### src/sv/scjr_pkg.sv
// Shared types, result codes and command/reply byte tables for the serial
// JPEG camera reader. No dependencies; all files but scjr_ifs use it by scope.
package scjr_pkg;

    localparam int CHUNK_BYTES_DEF = 32;
    localparam int QUEUE_DEPTH     = 4;

    // result kinds
    localparam logic [1:0] KIND_TX     = 2'd0;
    localparam logic [1:0] KIND_DATA   = 2'd1;
    localparam logic [1:0] KIND_STATUS = 2'd2;

    // status codes
    localparam logic [2:0] ST_NONE      = 3'd0;
    localparam logic [2:0] ST_CAP_FAIL  = 3'd1;
    localparam logic [2:0] ST_SIZE_OK   = 3'd2;
    localparam logic [2:0] ST_SIZE_BAD  = 3'd3;
    localparam logic [2:0] ST_FRAME_BAD = 3'd4;
    localparam logic [2:0] ST_DONE      = 3'd5;

    // command bursts
    localparam logic [1:0] CMD_NONE  = 2'd0;
    localparam logic [1:0] CMD_TAKE  = 2'd1;
    localparam logic [1:0] CMD_SIZE  = 2'd2;
    localparam logic [1:0] CMD_CHUNK = 2'd3;

    localparam logic [4:0] SHORT_CMD_LEN = 5'd5;
    localparam logic [4:0] CHUNK_CMD_LEN = 5'd16;

    localparam logic [7:0] MARK_HI = 8'hFF;
    localparam logic [7:0] MARK_LO = 8'hD9;

    // one unit of work handed from the front to the back
    typedef struct packed {
        logic [2:0]  st_a;
        logic [2:0]  st_b;
        logic        data_en;
        logic [7:0]  data;
        logic [1:0]  cmd;
        logic [15:0] addr;
        logic [15:0] size;
        logic [15:0] count;
    } job_t;

    function automatic logic [7:0] take_cmd_byte(input logic [2:0] i);
        logic [7:0] b;
        b = 8'h00;
        case (i)
            3'd0:    b = 8'h56;
            3'd2:    b = 8'h36;
            3'd3:    b = 8'h01;
            default: b = 8'h00;
        endcase
        return b;
    endfunction

    function automatic logic [7:0] size_cmd_byte(input logic [2:0] i);
        logic [7:0] b;
        b = 8'h00;
        case (i)
            3'd0:    b = 8'h56;
            3'd2:    b = 8'h34;
            3'd3:    b = 8'h01;
            default: b = 8'h00;
        endcase
        return b;
    endfunction

    function automatic logic [7:0] take_ack_byte(input logic [2:0] i);
        logic [7:0] b;
        b = 8'h00;
        case (i)
            3'd0:    b = 8'h76;
            3'd2:    b = 8'h36;
            default: b = 8'h00;
        endcase
        return b;
    endfunction

    function automatic logic [7:0] size_ack_byte(input logic [2:0] i);
        logic [7:0] b;
        b = 8'h00;
        case (i)
            3'd0:    b = 8'h76;
            3'd2:    b = 8'h34;
            3'd4:    b = 8'h04;
            default: b = 8'h00;
        endcase
        return b;
    endfunction

    function automatic logic [7:0] frame_byte(input logic [2:0] i);
        logic [7:0] b;
        b = 8'h00;
        case (i)
            3'd0:    b = 8'h76;
            3'd2:    b = 8'h32;
            default: b = 8'h00;
        endcase
        return b;
    endfunction

    function automatic logic [7:0] chunk_cmd_byte(input logic [3:0] i,
                                                  input logic [15:0] addr,
                                                  input logic [7:0] chunk);
        logic [7:0] b;
        b = 8'h00;
        case (i)
            4'd0:    b = 8'h56;
            4'd2:    b = 8'h32;
            4'd3:    b = 8'h0C;
            4'd5:    b = 8'h0A;
            4'd8:    b = addr[15:8];
            4'd9:    b = addr[7:0];
            4'd13:   b = chunk;
            4'd15:   b = 8'h0A;
            default: b = 8'h00;
        endcase
        return b;
    endfunction

endpackage

### src/sv/scjr_ifs.sv
// Handshake interfaces for the request and result channels.
// Depends on nothing.
interface scjr_req_if;
    logic       valid;
    logic       ready;
    logic       req_type;
    logic [7:0] rx_byte;

    modport source (output valid, output req_type, output rx_byte, input ready);
    modport sink   (input valid, input req_type, input rx_byte, output ready);
endinterface

interface scjr_res_if;
    logic        valid;
    logic        ready;
    logic [1:0]  result_kind;
    logic [7:0]  byte_value;
    logic [2:0]  status_code;
    logic [15:0] image_size;
    logic [15:0] byte_count;
    logic        last_of_run;

    modport source (output valid, output result_kind, output byte_value,
                    output status_code, output image_size, output byte_count,
                    output last_of_run, input ready);
    modport sink   (input valid, input result_kind, input byte_value,
                    input status_code, input image_size, input byte_count,
                    input last_of_run, output ready);
endinterface

### src/sv/scjr_front.sv
// Front part: accepts request words, runs the exchange state machine and
// queues one job per word that causes results. Depends on scjr_pkg, scjr_ifs.
module scjr_front #(
    parameter int CHUNK_BYTES = scjr_pkg::CHUNK_BYTES_DEF
) (
    input  logic               clk,
    input  logic               rst_n,
    scjr_req_if.sink           req,
    input  logic               full,
    output logic               push,
    output scjr_pkg::job_t     push_job
);

    localparam logic [7:0]  CHUNK_B = 8'(CHUNK_BYTES);
    localparam logic [15:0] ADDR_STEP = 16'(CHUNK_BYTES);

    localparam logic [2:0] PH_IDLE = 3'd0;
    localparam logic [2:0] PH_CAP  = 3'd1;
    localparam logic [2:0] PH_SIZE = 3'd2;
    localparam logic [2:0] PH_HDR  = 3'd3;
    localparam logic [2:0] PH_DATA = 3'd4;
    localparam logic [2:0] PH_FTR  = 3'd5;

    logic [2:0]  phase_reg, phase_next;
    logic [7:0]  idx_reg, idx_next;
    logic [15:0] addr_reg, addr_next;
    logic [15:0] size_reg, size_next;
    logic [15:0] count_reg, count_next;
    logic [7:0]  prev_reg, prev_next;
    logic        good_reg, good_next;
    logic        end_reg, end_next;

    logic           accept;
    logic [7:0]     b;
    logic [7:0]     idx_inc;
    scjr_pkg::job_t job;

    assign req.ready = !full;
    assign accept    = req.valid && req.ready;
    assign b         = req.rx_byte;
    assign idx_inc   = idx_reg + 8'd1;

    always_comb
    begin
        phase_next = phase_reg;
        idx_next   = idx_reg;
        addr_next  = addr_reg;
        size_next  = size_reg;
        count_next = count_reg;
        prev_next  = prev_reg;
        good_next  = good_reg;
        end_next   = end_reg;
        job        = '0;
        if (!req.req_type)
        begin
            phase_next = PH_CAP;
            idx_next   = 8'd0;
            addr_next  = 16'd0;
            size_next  = 16'd0;
            count_next = 16'd0;
            prev_next  = 8'd0;
            good_next  = 1'b1;
            end_next   = 1'b0;
            job.cmd    = scjr_pkg::CMD_TAKE;
        end
        else
        begin
            unique case (phase_reg)
                PH_CAP:
                begin
                    good_next = good_reg && (b == scjr_pkg::take_ack_byte(idx_reg[2:0]));
                    idx_next  = idx_inc;
                    if (idx_inc >= 8'd5)
                    begin
                        if (good_next)
                        begin
                            job.cmd    = scjr_pkg::CMD_SIZE;
                            phase_next = PH_SIZE;
                            idx_next   = 8'd0;
                            good_next  = 1'b1;
                        end
                        else
                        begin
                            job.st_a   = scjr_pkg::ST_CAP_FAIL;
                            phase_next = PH_IDLE;
                        end
                    end
                end
                PH_SIZE:
                begin
                    if (idx_reg < 8'd7)
                    begin
                        good_next = good_reg &&
                                    (b == scjr_pkg::size_ack_byte(idx_reg[2:0]));
                    end
                    else if (idx_reg == 8'd7)
                    begin
                        size_next = {b, size_reg[7:0]};
                    end
                    else
                    begin
                        size_next = {size_reg[15:8], b};
                    end
                    idx_next = idx_inc;
                    if (idx_inc >= 8'd9)
                    begin
                        if (good_next)
                        begin
                            job.st_a = scjr_pkg::ST_SIZE_OK;
                        end
                        else
                        begin
                            size_next = 16'd0;
                            job.st_a  = scjr_pkg::ST_SIZE_BAD;
                        end
                        job.cmd    = scjr_pkg::CMD_CHUNK;
                        phase_next = PH_HDR;
                        idx_next   = 8'd0;
                        good_next  = 1'b1;
                    end
                end
                PH_HDR:
                begin
                    good_next = good_reg && (b == scjr_pkg::frame_byte(idx_reg[2:0]));
                    idx_next  = idx_inc;
                    if (idx_inc >= 8'd5)
                    begin
                        if (good_next)
                        begin
                            phase_next = PH_DATA;
                        end
                        else
                        begin
                            // skip the data bytes, take what follows as footer
                            job.st_a   = scjr_pkg::ST_FRAME_BAD;
                            prev_next  = 8'd0;
                            phase_next = PH_FTR;
                        end
                        idx_next  = 8'd0;
                        good_next = 1'b1;
                    end
                end
                PH_DATA:
                begin
                    if (!end_reg)
                    begin
                        count_next  = count_reg + 16'd1;
                        job.data_en = 1'b1;
                        job.data    = b;
                        if (prev_reg == scjr_pkg::MARK_HI && b == scjr_pkg::MARK_LO)
                        begin
                            end_next = 1'b1;
                        end
                        prev_next = b;
                    end
                    idx_next = idx_inc;
                    if (idx_inc >= CHUNK_B)
                    begin
                        phase_next = PH_FTR;
                        idx_next   = 8'd0;
                        good_next  = 1'b1;
                    end
                end
                PH_FTR:
                begin
                    good_next = good_reg && (b == scjr_pkg::frame_byte(idx_reg[2:0]));
                    idx_next  = idx_inc;
                    if (idx_inc >= 8'd5)
                    begin
                        if (!good_next)
                        begin
                            job.st_a = scjr_pkg::ST_FRAME_BAD;
                        end
                        addr_next = addr_reg + ADDR_STEP;
                        if (end_reg)
                        begin
                            job.st_b   = scjr_pkg::ST_DONE;
                            phase_next = PH_IDLE;
                        end
                        else
                        begin
                            job.cmd    = scjr_pkg::CMD_CHUNK;
                            phase_next = PH_HDR;
                            idx_next   = 8'd0;
                            good_next  = 1'b1;
                        end
                    end
                end
                default:
                begin
                    // idle or unused code: drop the byte
                    phase_next = PH_IDLE;
                end
            endcase
        end
        job.addr  = addr_next;
        job.size  = size_next;
        job.count = count_next;
    end

    assign push_job = job;
    assign push     = accept && ((job.st_a != scjr_pkg::ST_NONE) ||
                                 (job.st_b != scjr_pkg::ST_NONE) ||
                                 job.data_en || (job.cmd != scjr_pkg::CMD_NONE));

    always_ff @(posedge clk or negedge rst_n)
    begin
        if (!rst_n)
        begin
            phase_reg <= PH_IDLE;
            idx_reg   <= 8'd0;
            addr_reg  <= 16'd0;
            size_reg  <= 16'd0;
            count_reg <= 16'd0;
            prev_reg  <= 8'd0;
            good_reg  <= 1'b1;
            end_reg   <= 1'b0;
        end
        else if (accept)
        begin
            phase_reg <= phase_next;
            idx_reg   <= idx_next;
            addr_reg  <= addr_next;
            size_reg  <= size_next;
            count_reg <= count_next;
            prev_reg  <= prev_next;
            good_reg  <= good_next;
            end_reg   <= end_next;
        end
    end

endmodule

### src/sv/scjr_queue.sv
// Short job queue between the front and the back.
// Depends on scjr_pkg.
module scjr_queue (
    input  logic            clk,
    input  logic            rst_n,
    input  logic            push,
    input  scjr_pkg::job_t  push_job,
    output logic            full,
    input  logic            pop,
    output scjr_pkg::job_t  head_job,
    output logic            empty
);

    localparam int DEPTH = scjr_pkg::QUEUE_DEPTH;
    localparam int PW    = $clog2(DEPTH);

    scjr_pkg::job_t      slots_reg [DEPTH];
    logic [PW-1:0]       wr_ptr_reg;
    logic [PW-1:0]       rd_ptr_reg;
    logic [PW:0]         fill_reg;
    logic                do_push;
    logic                do_pop;

    assign full     = (fill_reg == (PW+1)'(DEPTH));
    assign empty    = (fill_reg == '0);
    assign do_push  = push && !full;
    assign do_pop   = pop && !empty;
    assign head_job = slots_reg[rd_ptr_reg];

    always_ff @(posedge clk)
    begin
        if (do_push)
        begin
            slots_reg[wr_ptr_reg] <= push_job;
        end
    end

    always_ff @(posedge clk or negedge rst_n)
    begin
        if (!rst_n)
        begin
            wr_ptr_reg <= '0;
            rd_ptr_reg <= '0;
            fill_reg   <= '0;
        end
        else
        begin
            if (do_push)
            begin
                wr_ptr_reg <= wr_ptr_reg + PW'(1);
            end
            if (do_pop)
            begin
                rd_ptr_reg <= rd_ptr_reg + PW'(1);
            end
            if (do_push && !do_pop)
            begin
                fill_reg <= fill_reg + (PW+1)'(1);
            end
            else if (do_pop && !do_push)
            begin
                fill_reg <= fill_reg - (PW+1)'(1);
            end
        end
    end

`ifndef SYNTHESIS
    a_no_push_full: assert property (@(posedge clk) disable iff (!rst_n)
        !(push && full))
        else $error("job pushed into a full queue");
`endif

endmodule

### src/sv/scjr_back.sv
// Back part: expands each queued job into result words, one per cycle while
// the result port is ready: leading status, second status, image byte, then
// command bytes. Depends on scjr_pkg, scjr_ifs.
module scjr_back #(
    parameter int CHUNK_BYTES = scjr_pkg::CHUNK_BYTES_DEF
) (
    input  logic            clk,
    input  logic            rst_n,
    input  logic            empty,
    input  scjr_pkg::job_t  head_job,
    output logic            pop,
    scjr_res_if.source      res
);

    localparam logic [7:0] CHUNK_B = 8'(CHUNK_BYTES);

    scjr_pkg::job_t cur_reg;
    logic           busy_reg;
    logic [3:0]     cidx_reg;

    logic [4:0]     cmd_len;
    logic [4:0]     cidx_inc;
    logic           more;
    logic           fire;
    logic [7:0]     cmd_byte;

    always_comb
    begin
        unique case (cur_reg.cmd)
            scjr_pkg::CMD_TAKE:  cmd_byte = scjr_pkg::take_cmd_byte(cidx_reg[2:0]);
            scjr_pkg::CMD_SIZE:  cmd_byte = scjr_pkg::size_cmd_byte(cidx_reg[2:0]);
            scjr_pkg::CMD_CHUNK: cmd_byte = scjr_pkg::chunk_cmd_byte(cidx_reg,
                                                                     cur_reg.addr, CHUNK_B);
            default:             cmd_byte = 8'h00;
        endcase
        cmd_len = (cur_reg.cmd == scjr_pkg::CMD_CHUNK) ? scjr_pkg::CHUNK_CMD_LEN
                                                       : scjr_pkg::SHORT_CMD_LEN;
    end

    assign cidx_inc = {1'b0, cidx_reg} + 5'd1;
    assign fire     = res.valid && res.ready;

    // drive the current word and work out whether another one follows
    always_comb
    begin
        res.result_kind = scjr_pkg::KIND_TX;
        res.byte_value  = 8'h00;
        res.status_code = scjr_pkg::ST_NONE;
        more            = 1'b0;
        priority if (cur_reg.st_a != scjr_pkg::ST_NONE)
        begin
            res.result_kind = scjr_pkg::KIND_STATUS;
            res.status_code = cur_reg.st_a;
            more = (cur_reg.st_b != scjr_pkg::ST_NONE) || cur_reg.data_en ||
                   (cur_reg.cmd != scjr_pkg::CMD_NONE);
        end
        else if (cur_reg.st_b != scjr_pkg::ST_NONE)
        begin
            res.result_kind = scjr_pkg::KIND_STATUS;
            res.status_code = cur_reg.st_b;
            more = cur_reg.data_en || (cur_reg.cmd != scjr_pkg::CMD_NONE);
        end
        else if (cur_reg.data_en)
        begin
            res.result_kind = scjr_pkg::KIND_DATA;
            res.byte_value  = cur_reg.data;
            more = (cur_reg.cmd != scjr_pkg::CMD_NONE);
        end
        else
        begin
            res.result_kind = scjr_pkg::KIND_TX;
            res.byte_value  = cmd_byte;
            more = (cidx_inc < cmd_len);
        end
    end

    assign res.valid       = busy_reg;
    assign res.image_size  = cur_reg.size;
    assign res.byte_count  = cur_reg.count;
    assign res.last_of_run = !more;
    assign pop             = !empty && (!busy_reg || (fire && !more));

    always_ff @(posedge clk)
    begin
        if (pop)
        begin
            cur_reg  <= head_job;
            cidx_reg <= 4'd0;
        end
        else if (fire)
        begin
            // retire the word just taken
            priority if (cur_reg.st_a != scjr_pkg::ST_NONE)
            begin
                cur_reg.st_a <= scjr_pkg::ST_NONE;
            end
            else if (cur_reg.st_b != scjr_pkg::ST_NONE)
            begin
                cur_reg.st_b <= scjr_pkg::ST_NONE;
            end
            else if (cur_reg.data_en)
            begin
                cur_reg.data_en <= 1'b0;
            end
            else
            begin
                cidx_reg <= cidx_inc[3:0];
            end
        end
    end

    always_ff @(posedge clk or negedge rst_n)
    begin
        if (!rst_n)
        begin
            busy_reg <= 1'b0;
        end
        else if (pop)
        begin
            busy_reg <= 1'b1;
        end
        else if (fire && !more)
        begin
            busy_reg <= 1'b0;
        end
    end

`ifndef SYNTHESIS
    a_run_continues: assert property (@(posedge clk) disable iff (!rst_n)
        (res.valid && res.ready && !res.last_of_run) |=> res.valid)
        else $error("result run broken before its last word");

    a_status_clean: assert property (@(posedge clk) disable iff (!rst_n)
        (res.valid && res.result_kind == scjr_pkg::KIND_STATUS) |->
        (res.byte_value == 8'h00 && res.status_code != scjr_pkg::ST_NONE))
        else $error("status word with byte or without code");

    a_code_only_status: assert property (@(posedge clk) disable iff (!rst_n)
        (res.valid && res.result_kind != scjr_pkg::KIND_STATUS) |->
        res.status_code == scjr_pkg::ST_NONE)
        else $error("status code on a byte word");

    a_no_pop_midrun: assert property (@(posedge clk) disable iff (!rst_n)
        (busy_reg && !(res.ready && res.last_of_run)) |-> !pop)
        else $error("job popped while a run is still going out");
`endif

endmodule

### src/sv/serial_jpeg_camera_reader.sv
// Serial JPEG camera reader, host side. Each request word (start, or one byte
// received from the camera) is taken while the four-entry job queue has
// room; the result words it causes (up to 17: a status and a 16-byte chunk
// read command) leave at one word per cycle from the back sequencer while
// the result port is ready, so the sustained rate is set by that port.
// Bytes received while idle cause nothing.
// Depends on scjr_pkg, scjr_ifs, scjr_front, scjr_queue, scjr_back.
module serial_jpeg_camera_reader #(
    parameter int CHUNK_BYTES = scjr_pkg::CHUNK_BYTES_DEF
) (
    input  logic        clk,
    input  logic        rst_n,
    scjr_req_if.sink    req,
    scjr_res_if.source  res
);

    logic           push;
    logic           full;
    logic           pop;
    logic           empty;
    scjr_pkg::job_t push_job;
    scjr_pkg::job_t head_job;

    scjr_front #(
        .CHUNK_BYTES (CHUNK_BYTES)
    ) u_front (
        .clk      (clk),
        .rst_n    (rst_n),
        .req      (req),
        .full     (full),
        .push     (push),
        .push_job (push_job)
    );

    scjr_queue u_queue (
        .clk      (clk),
        .rst_n    (rst_n),
        .push     (push),
        .push_job (push_job),
        .full     (full),
        .pop      (pop),
        .head_job (head_job),
        .empty    (empty)
    );

    scjr_back #(
        .CHUNK_BYTES (CHUNK_BYTES)
    ) u_back (
        .clk      (clk),
        .rst_n    (rst_n),
        .empty    (empty),
        .head_job (head_job),
        .pop      (pop),
        .res      (res)
    );

endmodule
### src/flat_wrapper.sv
// flat-port wrapper written by rule: the top's interface ports become plain ports
module serial_jpeg_camera_reader_flat 
#(
    parameter int CHUNK_BYTES = scjr_pkg::CHUNK_BYTES_DEF
)
  (clk, rst_n, req_valid, req_req_type, req_rx_byte, req_ready, res_valid, res_result_kind, res_byte_value, res_status_code, res_image_size, res_byte_count, res_last_of_run, res_ready);
  scjr_req_if req_i ();
  scjr_res_if res_i ();
  input  logic clk;
  input  logic rst_n;
  input wire logic [$bits(req_i.valid)-1:0] req_valid;
  input wire logic [$bits(req_i.req_type)-1:0] req_req_type;
  input wire logic [$bits(req_i.rx_byte)-1:0] req_rx_byte;
  output wire logic [$bits(req_i.ready)-1:0] req_ready;
  output wire logic [$bits(res_i.valid)-1:0] res_valid;
  output wire logic [$bits(res_i.result_kind)-1:0] res_result_kind;
  output wire logic [$bits(res_i.byte_value)-1:0] res_byte_value;
  output wire logic [$bits(res_i.status_code)-1:0] res_status_code;
  output wire logic [$bits(res_i.image_size)-1:0] res_image_size;
  output wire logic [$bits(res_i.byte_count)-1:0] res_byte_count;
  output wire logic [$bits(res_i.last_of_run)-1:0] res_last_of_run;
  input wire logic [$bits(res_i.ready)-1:0] res_ready;
  assign req_i.valid = req_valid;
  assign req_i.req_type = req_req_type;
  assign req_i.rx_byte = req_rx_byte;
  assign req_ready = req_i.ready;
  assign res_valid = res_i.valid;
  assign res_result_kind = res_i.result_kind;
  assign res_byte_value = res_i.byte_value;
  assign res_status_code = res_i.status_code;
  assign res_image_size = res_i.image_size;
  assign res_byte_count = res_i.byte_count;
  assign res_last_of_run = res_i.last_of_run;
  assign res_i.ready = res_ready;
  serial_jpeg_camera_reader #(.CHUNK_BYTES(CHUNK_BYTES)) u_core (.clk(clk), .rst_n(rst_n), .req(req_i), .res(res_i));
endmodule
### config.mk
export PLATFORM = sky130hd
export DESIGN_NAME = serial_jpeg_camera_reader_flat
export DESIGN_NICKNAME = d
export VERILOG_FILES = /design/src/sv/scjr_pkg.sv /design/src/sv/scjr_ifs.sv /design/src/sv/scjr_front.sv /design/src/sv/scjr_queue.sv /design/src/sv/scjr_back.sv /design/src/sv/serial_jpeg_camera_reader.sv /design/src/flat_wrapper.sv
export SDC_FILE = /design/constraint.sdc
export NUM_CORES = 1
export LEC_CHECK = 0
export ABC_AREA = 0
export BUFFER_PORTS_ARGS = -buffer_cell sky130_fd_sc_hd__buf_2
export CAP_MARGIN = 25
export CORE_AREA = 2 2 212 214
export DETAILED_ROUTE_END_ITERATION = 7
export DIE_AREA = 0 0 214 216
export REMOVE_ABC_BUFFERS = 1
export SKIP_LAST_GASP = 1
export SLEW_MARGIN = 30
export SYNTH_ARGS = -nofsm -noshare
export SYNTH_HDL_FRONTEND = slang
export SYNTH_SLANG_ARGS = --single-unit
### constraint.sdc
create_clock -name clk -period 10.8 [get_ports clk]
set_clock_uncertainty 0.05 [all_clocks]
set_input_delay 1.08 -clock clk [delete_from_list [all_inputs] [get_ports clk]]
set_output_delay 1.08 -clock clk [all_outputs]
set_load 0.05 [all_outputs]
==> impl_metrics.ini <==
[sta]
fin_crit_ns = 4.52
period_share_pct = 41.8
drv_slew = 0
relSlewSlack_pct = 34.7
timing.fmax_ghz = 0.221
whs_ns = 0.387
rsz0062_at_grt = no
setup_violations = 0
tightest_slew_ns = 0.973
setup_tns_ns = 0
finalHoldViolations = 0

[flow_run]
maxCapViolCount = 0

[clock_tree]
cts_tree = built
htreeDepth = 2
cts_sinks = 396
post_cts_buffers = 0
clk_latency_ns = 0.55
cts_made_buffers = 41
clkTransAtPathRegs_ns = 0.06
ctsHoldBuffers = 0
post_cts_resized = 0
cts-root-buf = clkbuf_16
clockBufferDepth = 3

[yosys]
synth.avg_cell_area_um2 = 14.8
synth_edf_count = 315
ys_types = 87
post-synth-top-area-fraction_pct = 54.6
synth_largest_area_cell = edfxtp_1
ys_top_cells_by_area = edfxtp_1 (55%), dfrtp_1 (11%), mux4_2 (8.2%)
synthCells = 1167
synth_top_flop_cell = edfxtp_1
syn_area_um2 = 17300
ys_seq_elements = 396
synthArstFlopShare_pct = 19.4
ys_warn_count = 0
ys_seq_area_share_pct = 66.2

[drt]
drt_pass1_iterations = 5
drtAntennaViolNets = 0
drc_errors = 0
vias_per_cell = 5.34
first_iter_violations = 728
wl_mm = 36.2
wire_per_inst_um = 20.0
vias = 9686

[finish]
layout-drive-gt1-share_pct = 20.8
largest_reg_flops = 252
fin_nets = 1220
fin_area_um2 = 19300
area_delta_synth_final_pct = 11.6
num_antenna_cells = 0
final_cell_mix = edfxtp_1 (315), nand2_1 (97), nor2_1 (78), dfrtp_1 (74), mux4_2 (63)
final_common_cell = edfxtp_1

[setup_path]
critical_path_arrival_ns = 3.39
r2r_cells = 10
reg2reg_slack_ns = 6.37
worstReg2RegStart = u_core.u_front.idx_reg[0]
worstReg2RegEnd = u_core.u_queue.slots_reg[0][50]
worst-path-max-fanout = 13
required_ns = 9.67
worstSetupPathType = reg2out
end_kind = output port
critPathLaunchType = register

[global_route]
antenna_found_initial = 0
track_usage_pct = 15.8
grt_pass1_wl_mm = 57.0
grt_max_degree = 56
overflow = 0
grt_pass1_vias = 9739

[place]
portBuffers = 60
post-dp-hpwl_mm = 22.7
placed_area_um2 = 18000
place_congestion = 0.853

[power_and_ir_drop]
p_leak_nw = 6.82
p_sw_share_pct = 31.7
power.internal_mw = 3.24
pwr_density_cell_nw_per_um2 = 246
clkPwrFrac_pct = 30.1
power_mw = 4.75
power.switching_mw = 1.51
ir_worst_vdd_mv = 0.0988
seq_power_share_pct = 45.0
power_frac_comb_pct = 25.0

[floorplan]
dieArea_um2 = 46200
io_pins = 61
core_region_area_um2 = 43800
fp-row-count = 77
die_x_um = 214
die_y_um = 216
start_util_pct = 39.5

[hold_path]
hold_class = in2async

[status]
status = finished, final reports clean
## worst max-delay path, stage by stage (launching register included)
cell and delay [ns]:
dfxtp_1 0.38, inv_1 0.13, ha_1 0.37, or2_2 0.40, or4_1 0.40, o211ai_1 0.28, nor2_1 0.08, o21a_1 0.18
o21ai_0 0.29, a21oi_1 0.11, buf_2 0.22
## power groups by stage
stage / clock network (mW) / registers [mW] / logic [mW]
after CTS: 1.46 / 2.14 / 1.21
after global routing: 1.53 / 2.17 / 1.28
after floorplan: 0 / 2.30 / 0.725
after global placement: 0 / 2.16 / 1.20
after detailed placement: 0 / 2.17 / 1.20
final: 1.43 / 2.14 / 1.19
## worst max path at each step
stage,slack (ns),from,end,cells after the start
floorplan,6.27,req_rx_byte[2],u_core.u_queue.slots_reg[0][0],7
global placement,6.05,req_rx_byte[2],u_core.u_queue.slots_reg[1][52],9
detailed placement,6.06,req_rx_byte[2],u_core.u_queue.slots_reg[0][52],9
CTS,6.28,u_core.u_back.cidx_reg[0],res_byte_value[4],10
global route,6.06,u_core.u_front.idx_reg[0],u_core.u_queue.slots_reg[1][52],10
finish,6.28,u_core.u_back.cidx_reg[0],res_byte_value[4],10
## per-layer routing
layer / global-route usage, % / wire (um)
met2: 25.0 / 17100
met4: 5.69 / 1020
met5: 0 / 0
met3: 3.35 / 1740
met1: 21.5 / 16400
## area by class of cell
class / count / area [um^2]
Clock inverter: 29 / 298
Tap cell: 592 / 741
Clock buffer: 47 / 1080
Fill cell: 3848 / 24500
Timing Repair Buffer: 73 / 400
Inverter: 28 / 105
Multi-Input combinational cell: 648 / 5240
Sequential cell: 396 / 11500
## cell usage after synthesis (9+ instances only)
cell type	n
a22o_1	18
clkbuf_1	37
nor3_1	17
nor2_1	78
xor2_1	12
o21ai_0	37
nand2_1	97
dfrtp_1	76
ha_1	18
and3_1	19
edfxtp_1	315
nand3_1	22
and2_1	16
buf_1	15
a31oi_1	9
xnor2_1	21
mux2_2	10
inv_1	26
mux4_2	63
a21oi_1	37
mux2i_1	24
nand4_1	17
buf_4	34
## kinds of logic after synthesis
| kind of cell | after synthesis | share of synthesized area, % |
|---|---|---|
| xor+xnor | 34 | 1.76 |
| mux | 98 | 10.3 |
| simple gates | 313 | 9.05 |
| compound gates | 184 | 7.64 |
| flops | 396 | 66.2 |
| fa+ha+maj | 19 | 1.42 |
| buf+inv | 123 | 3.61 |
## per-stage QoR
stage               util (%)  setup WS (ns)  std cells
floorplan                  -           6.27       1072
global placement        41.0           6.05       1737
detailed placement      41.0           6.06       1737
CTS                     44.1           6.28       1813
global route            44.1           6.06       1813
finish                  44.1           6.28       1813
No activity file was read; power rests on OpenSTA's default activity.
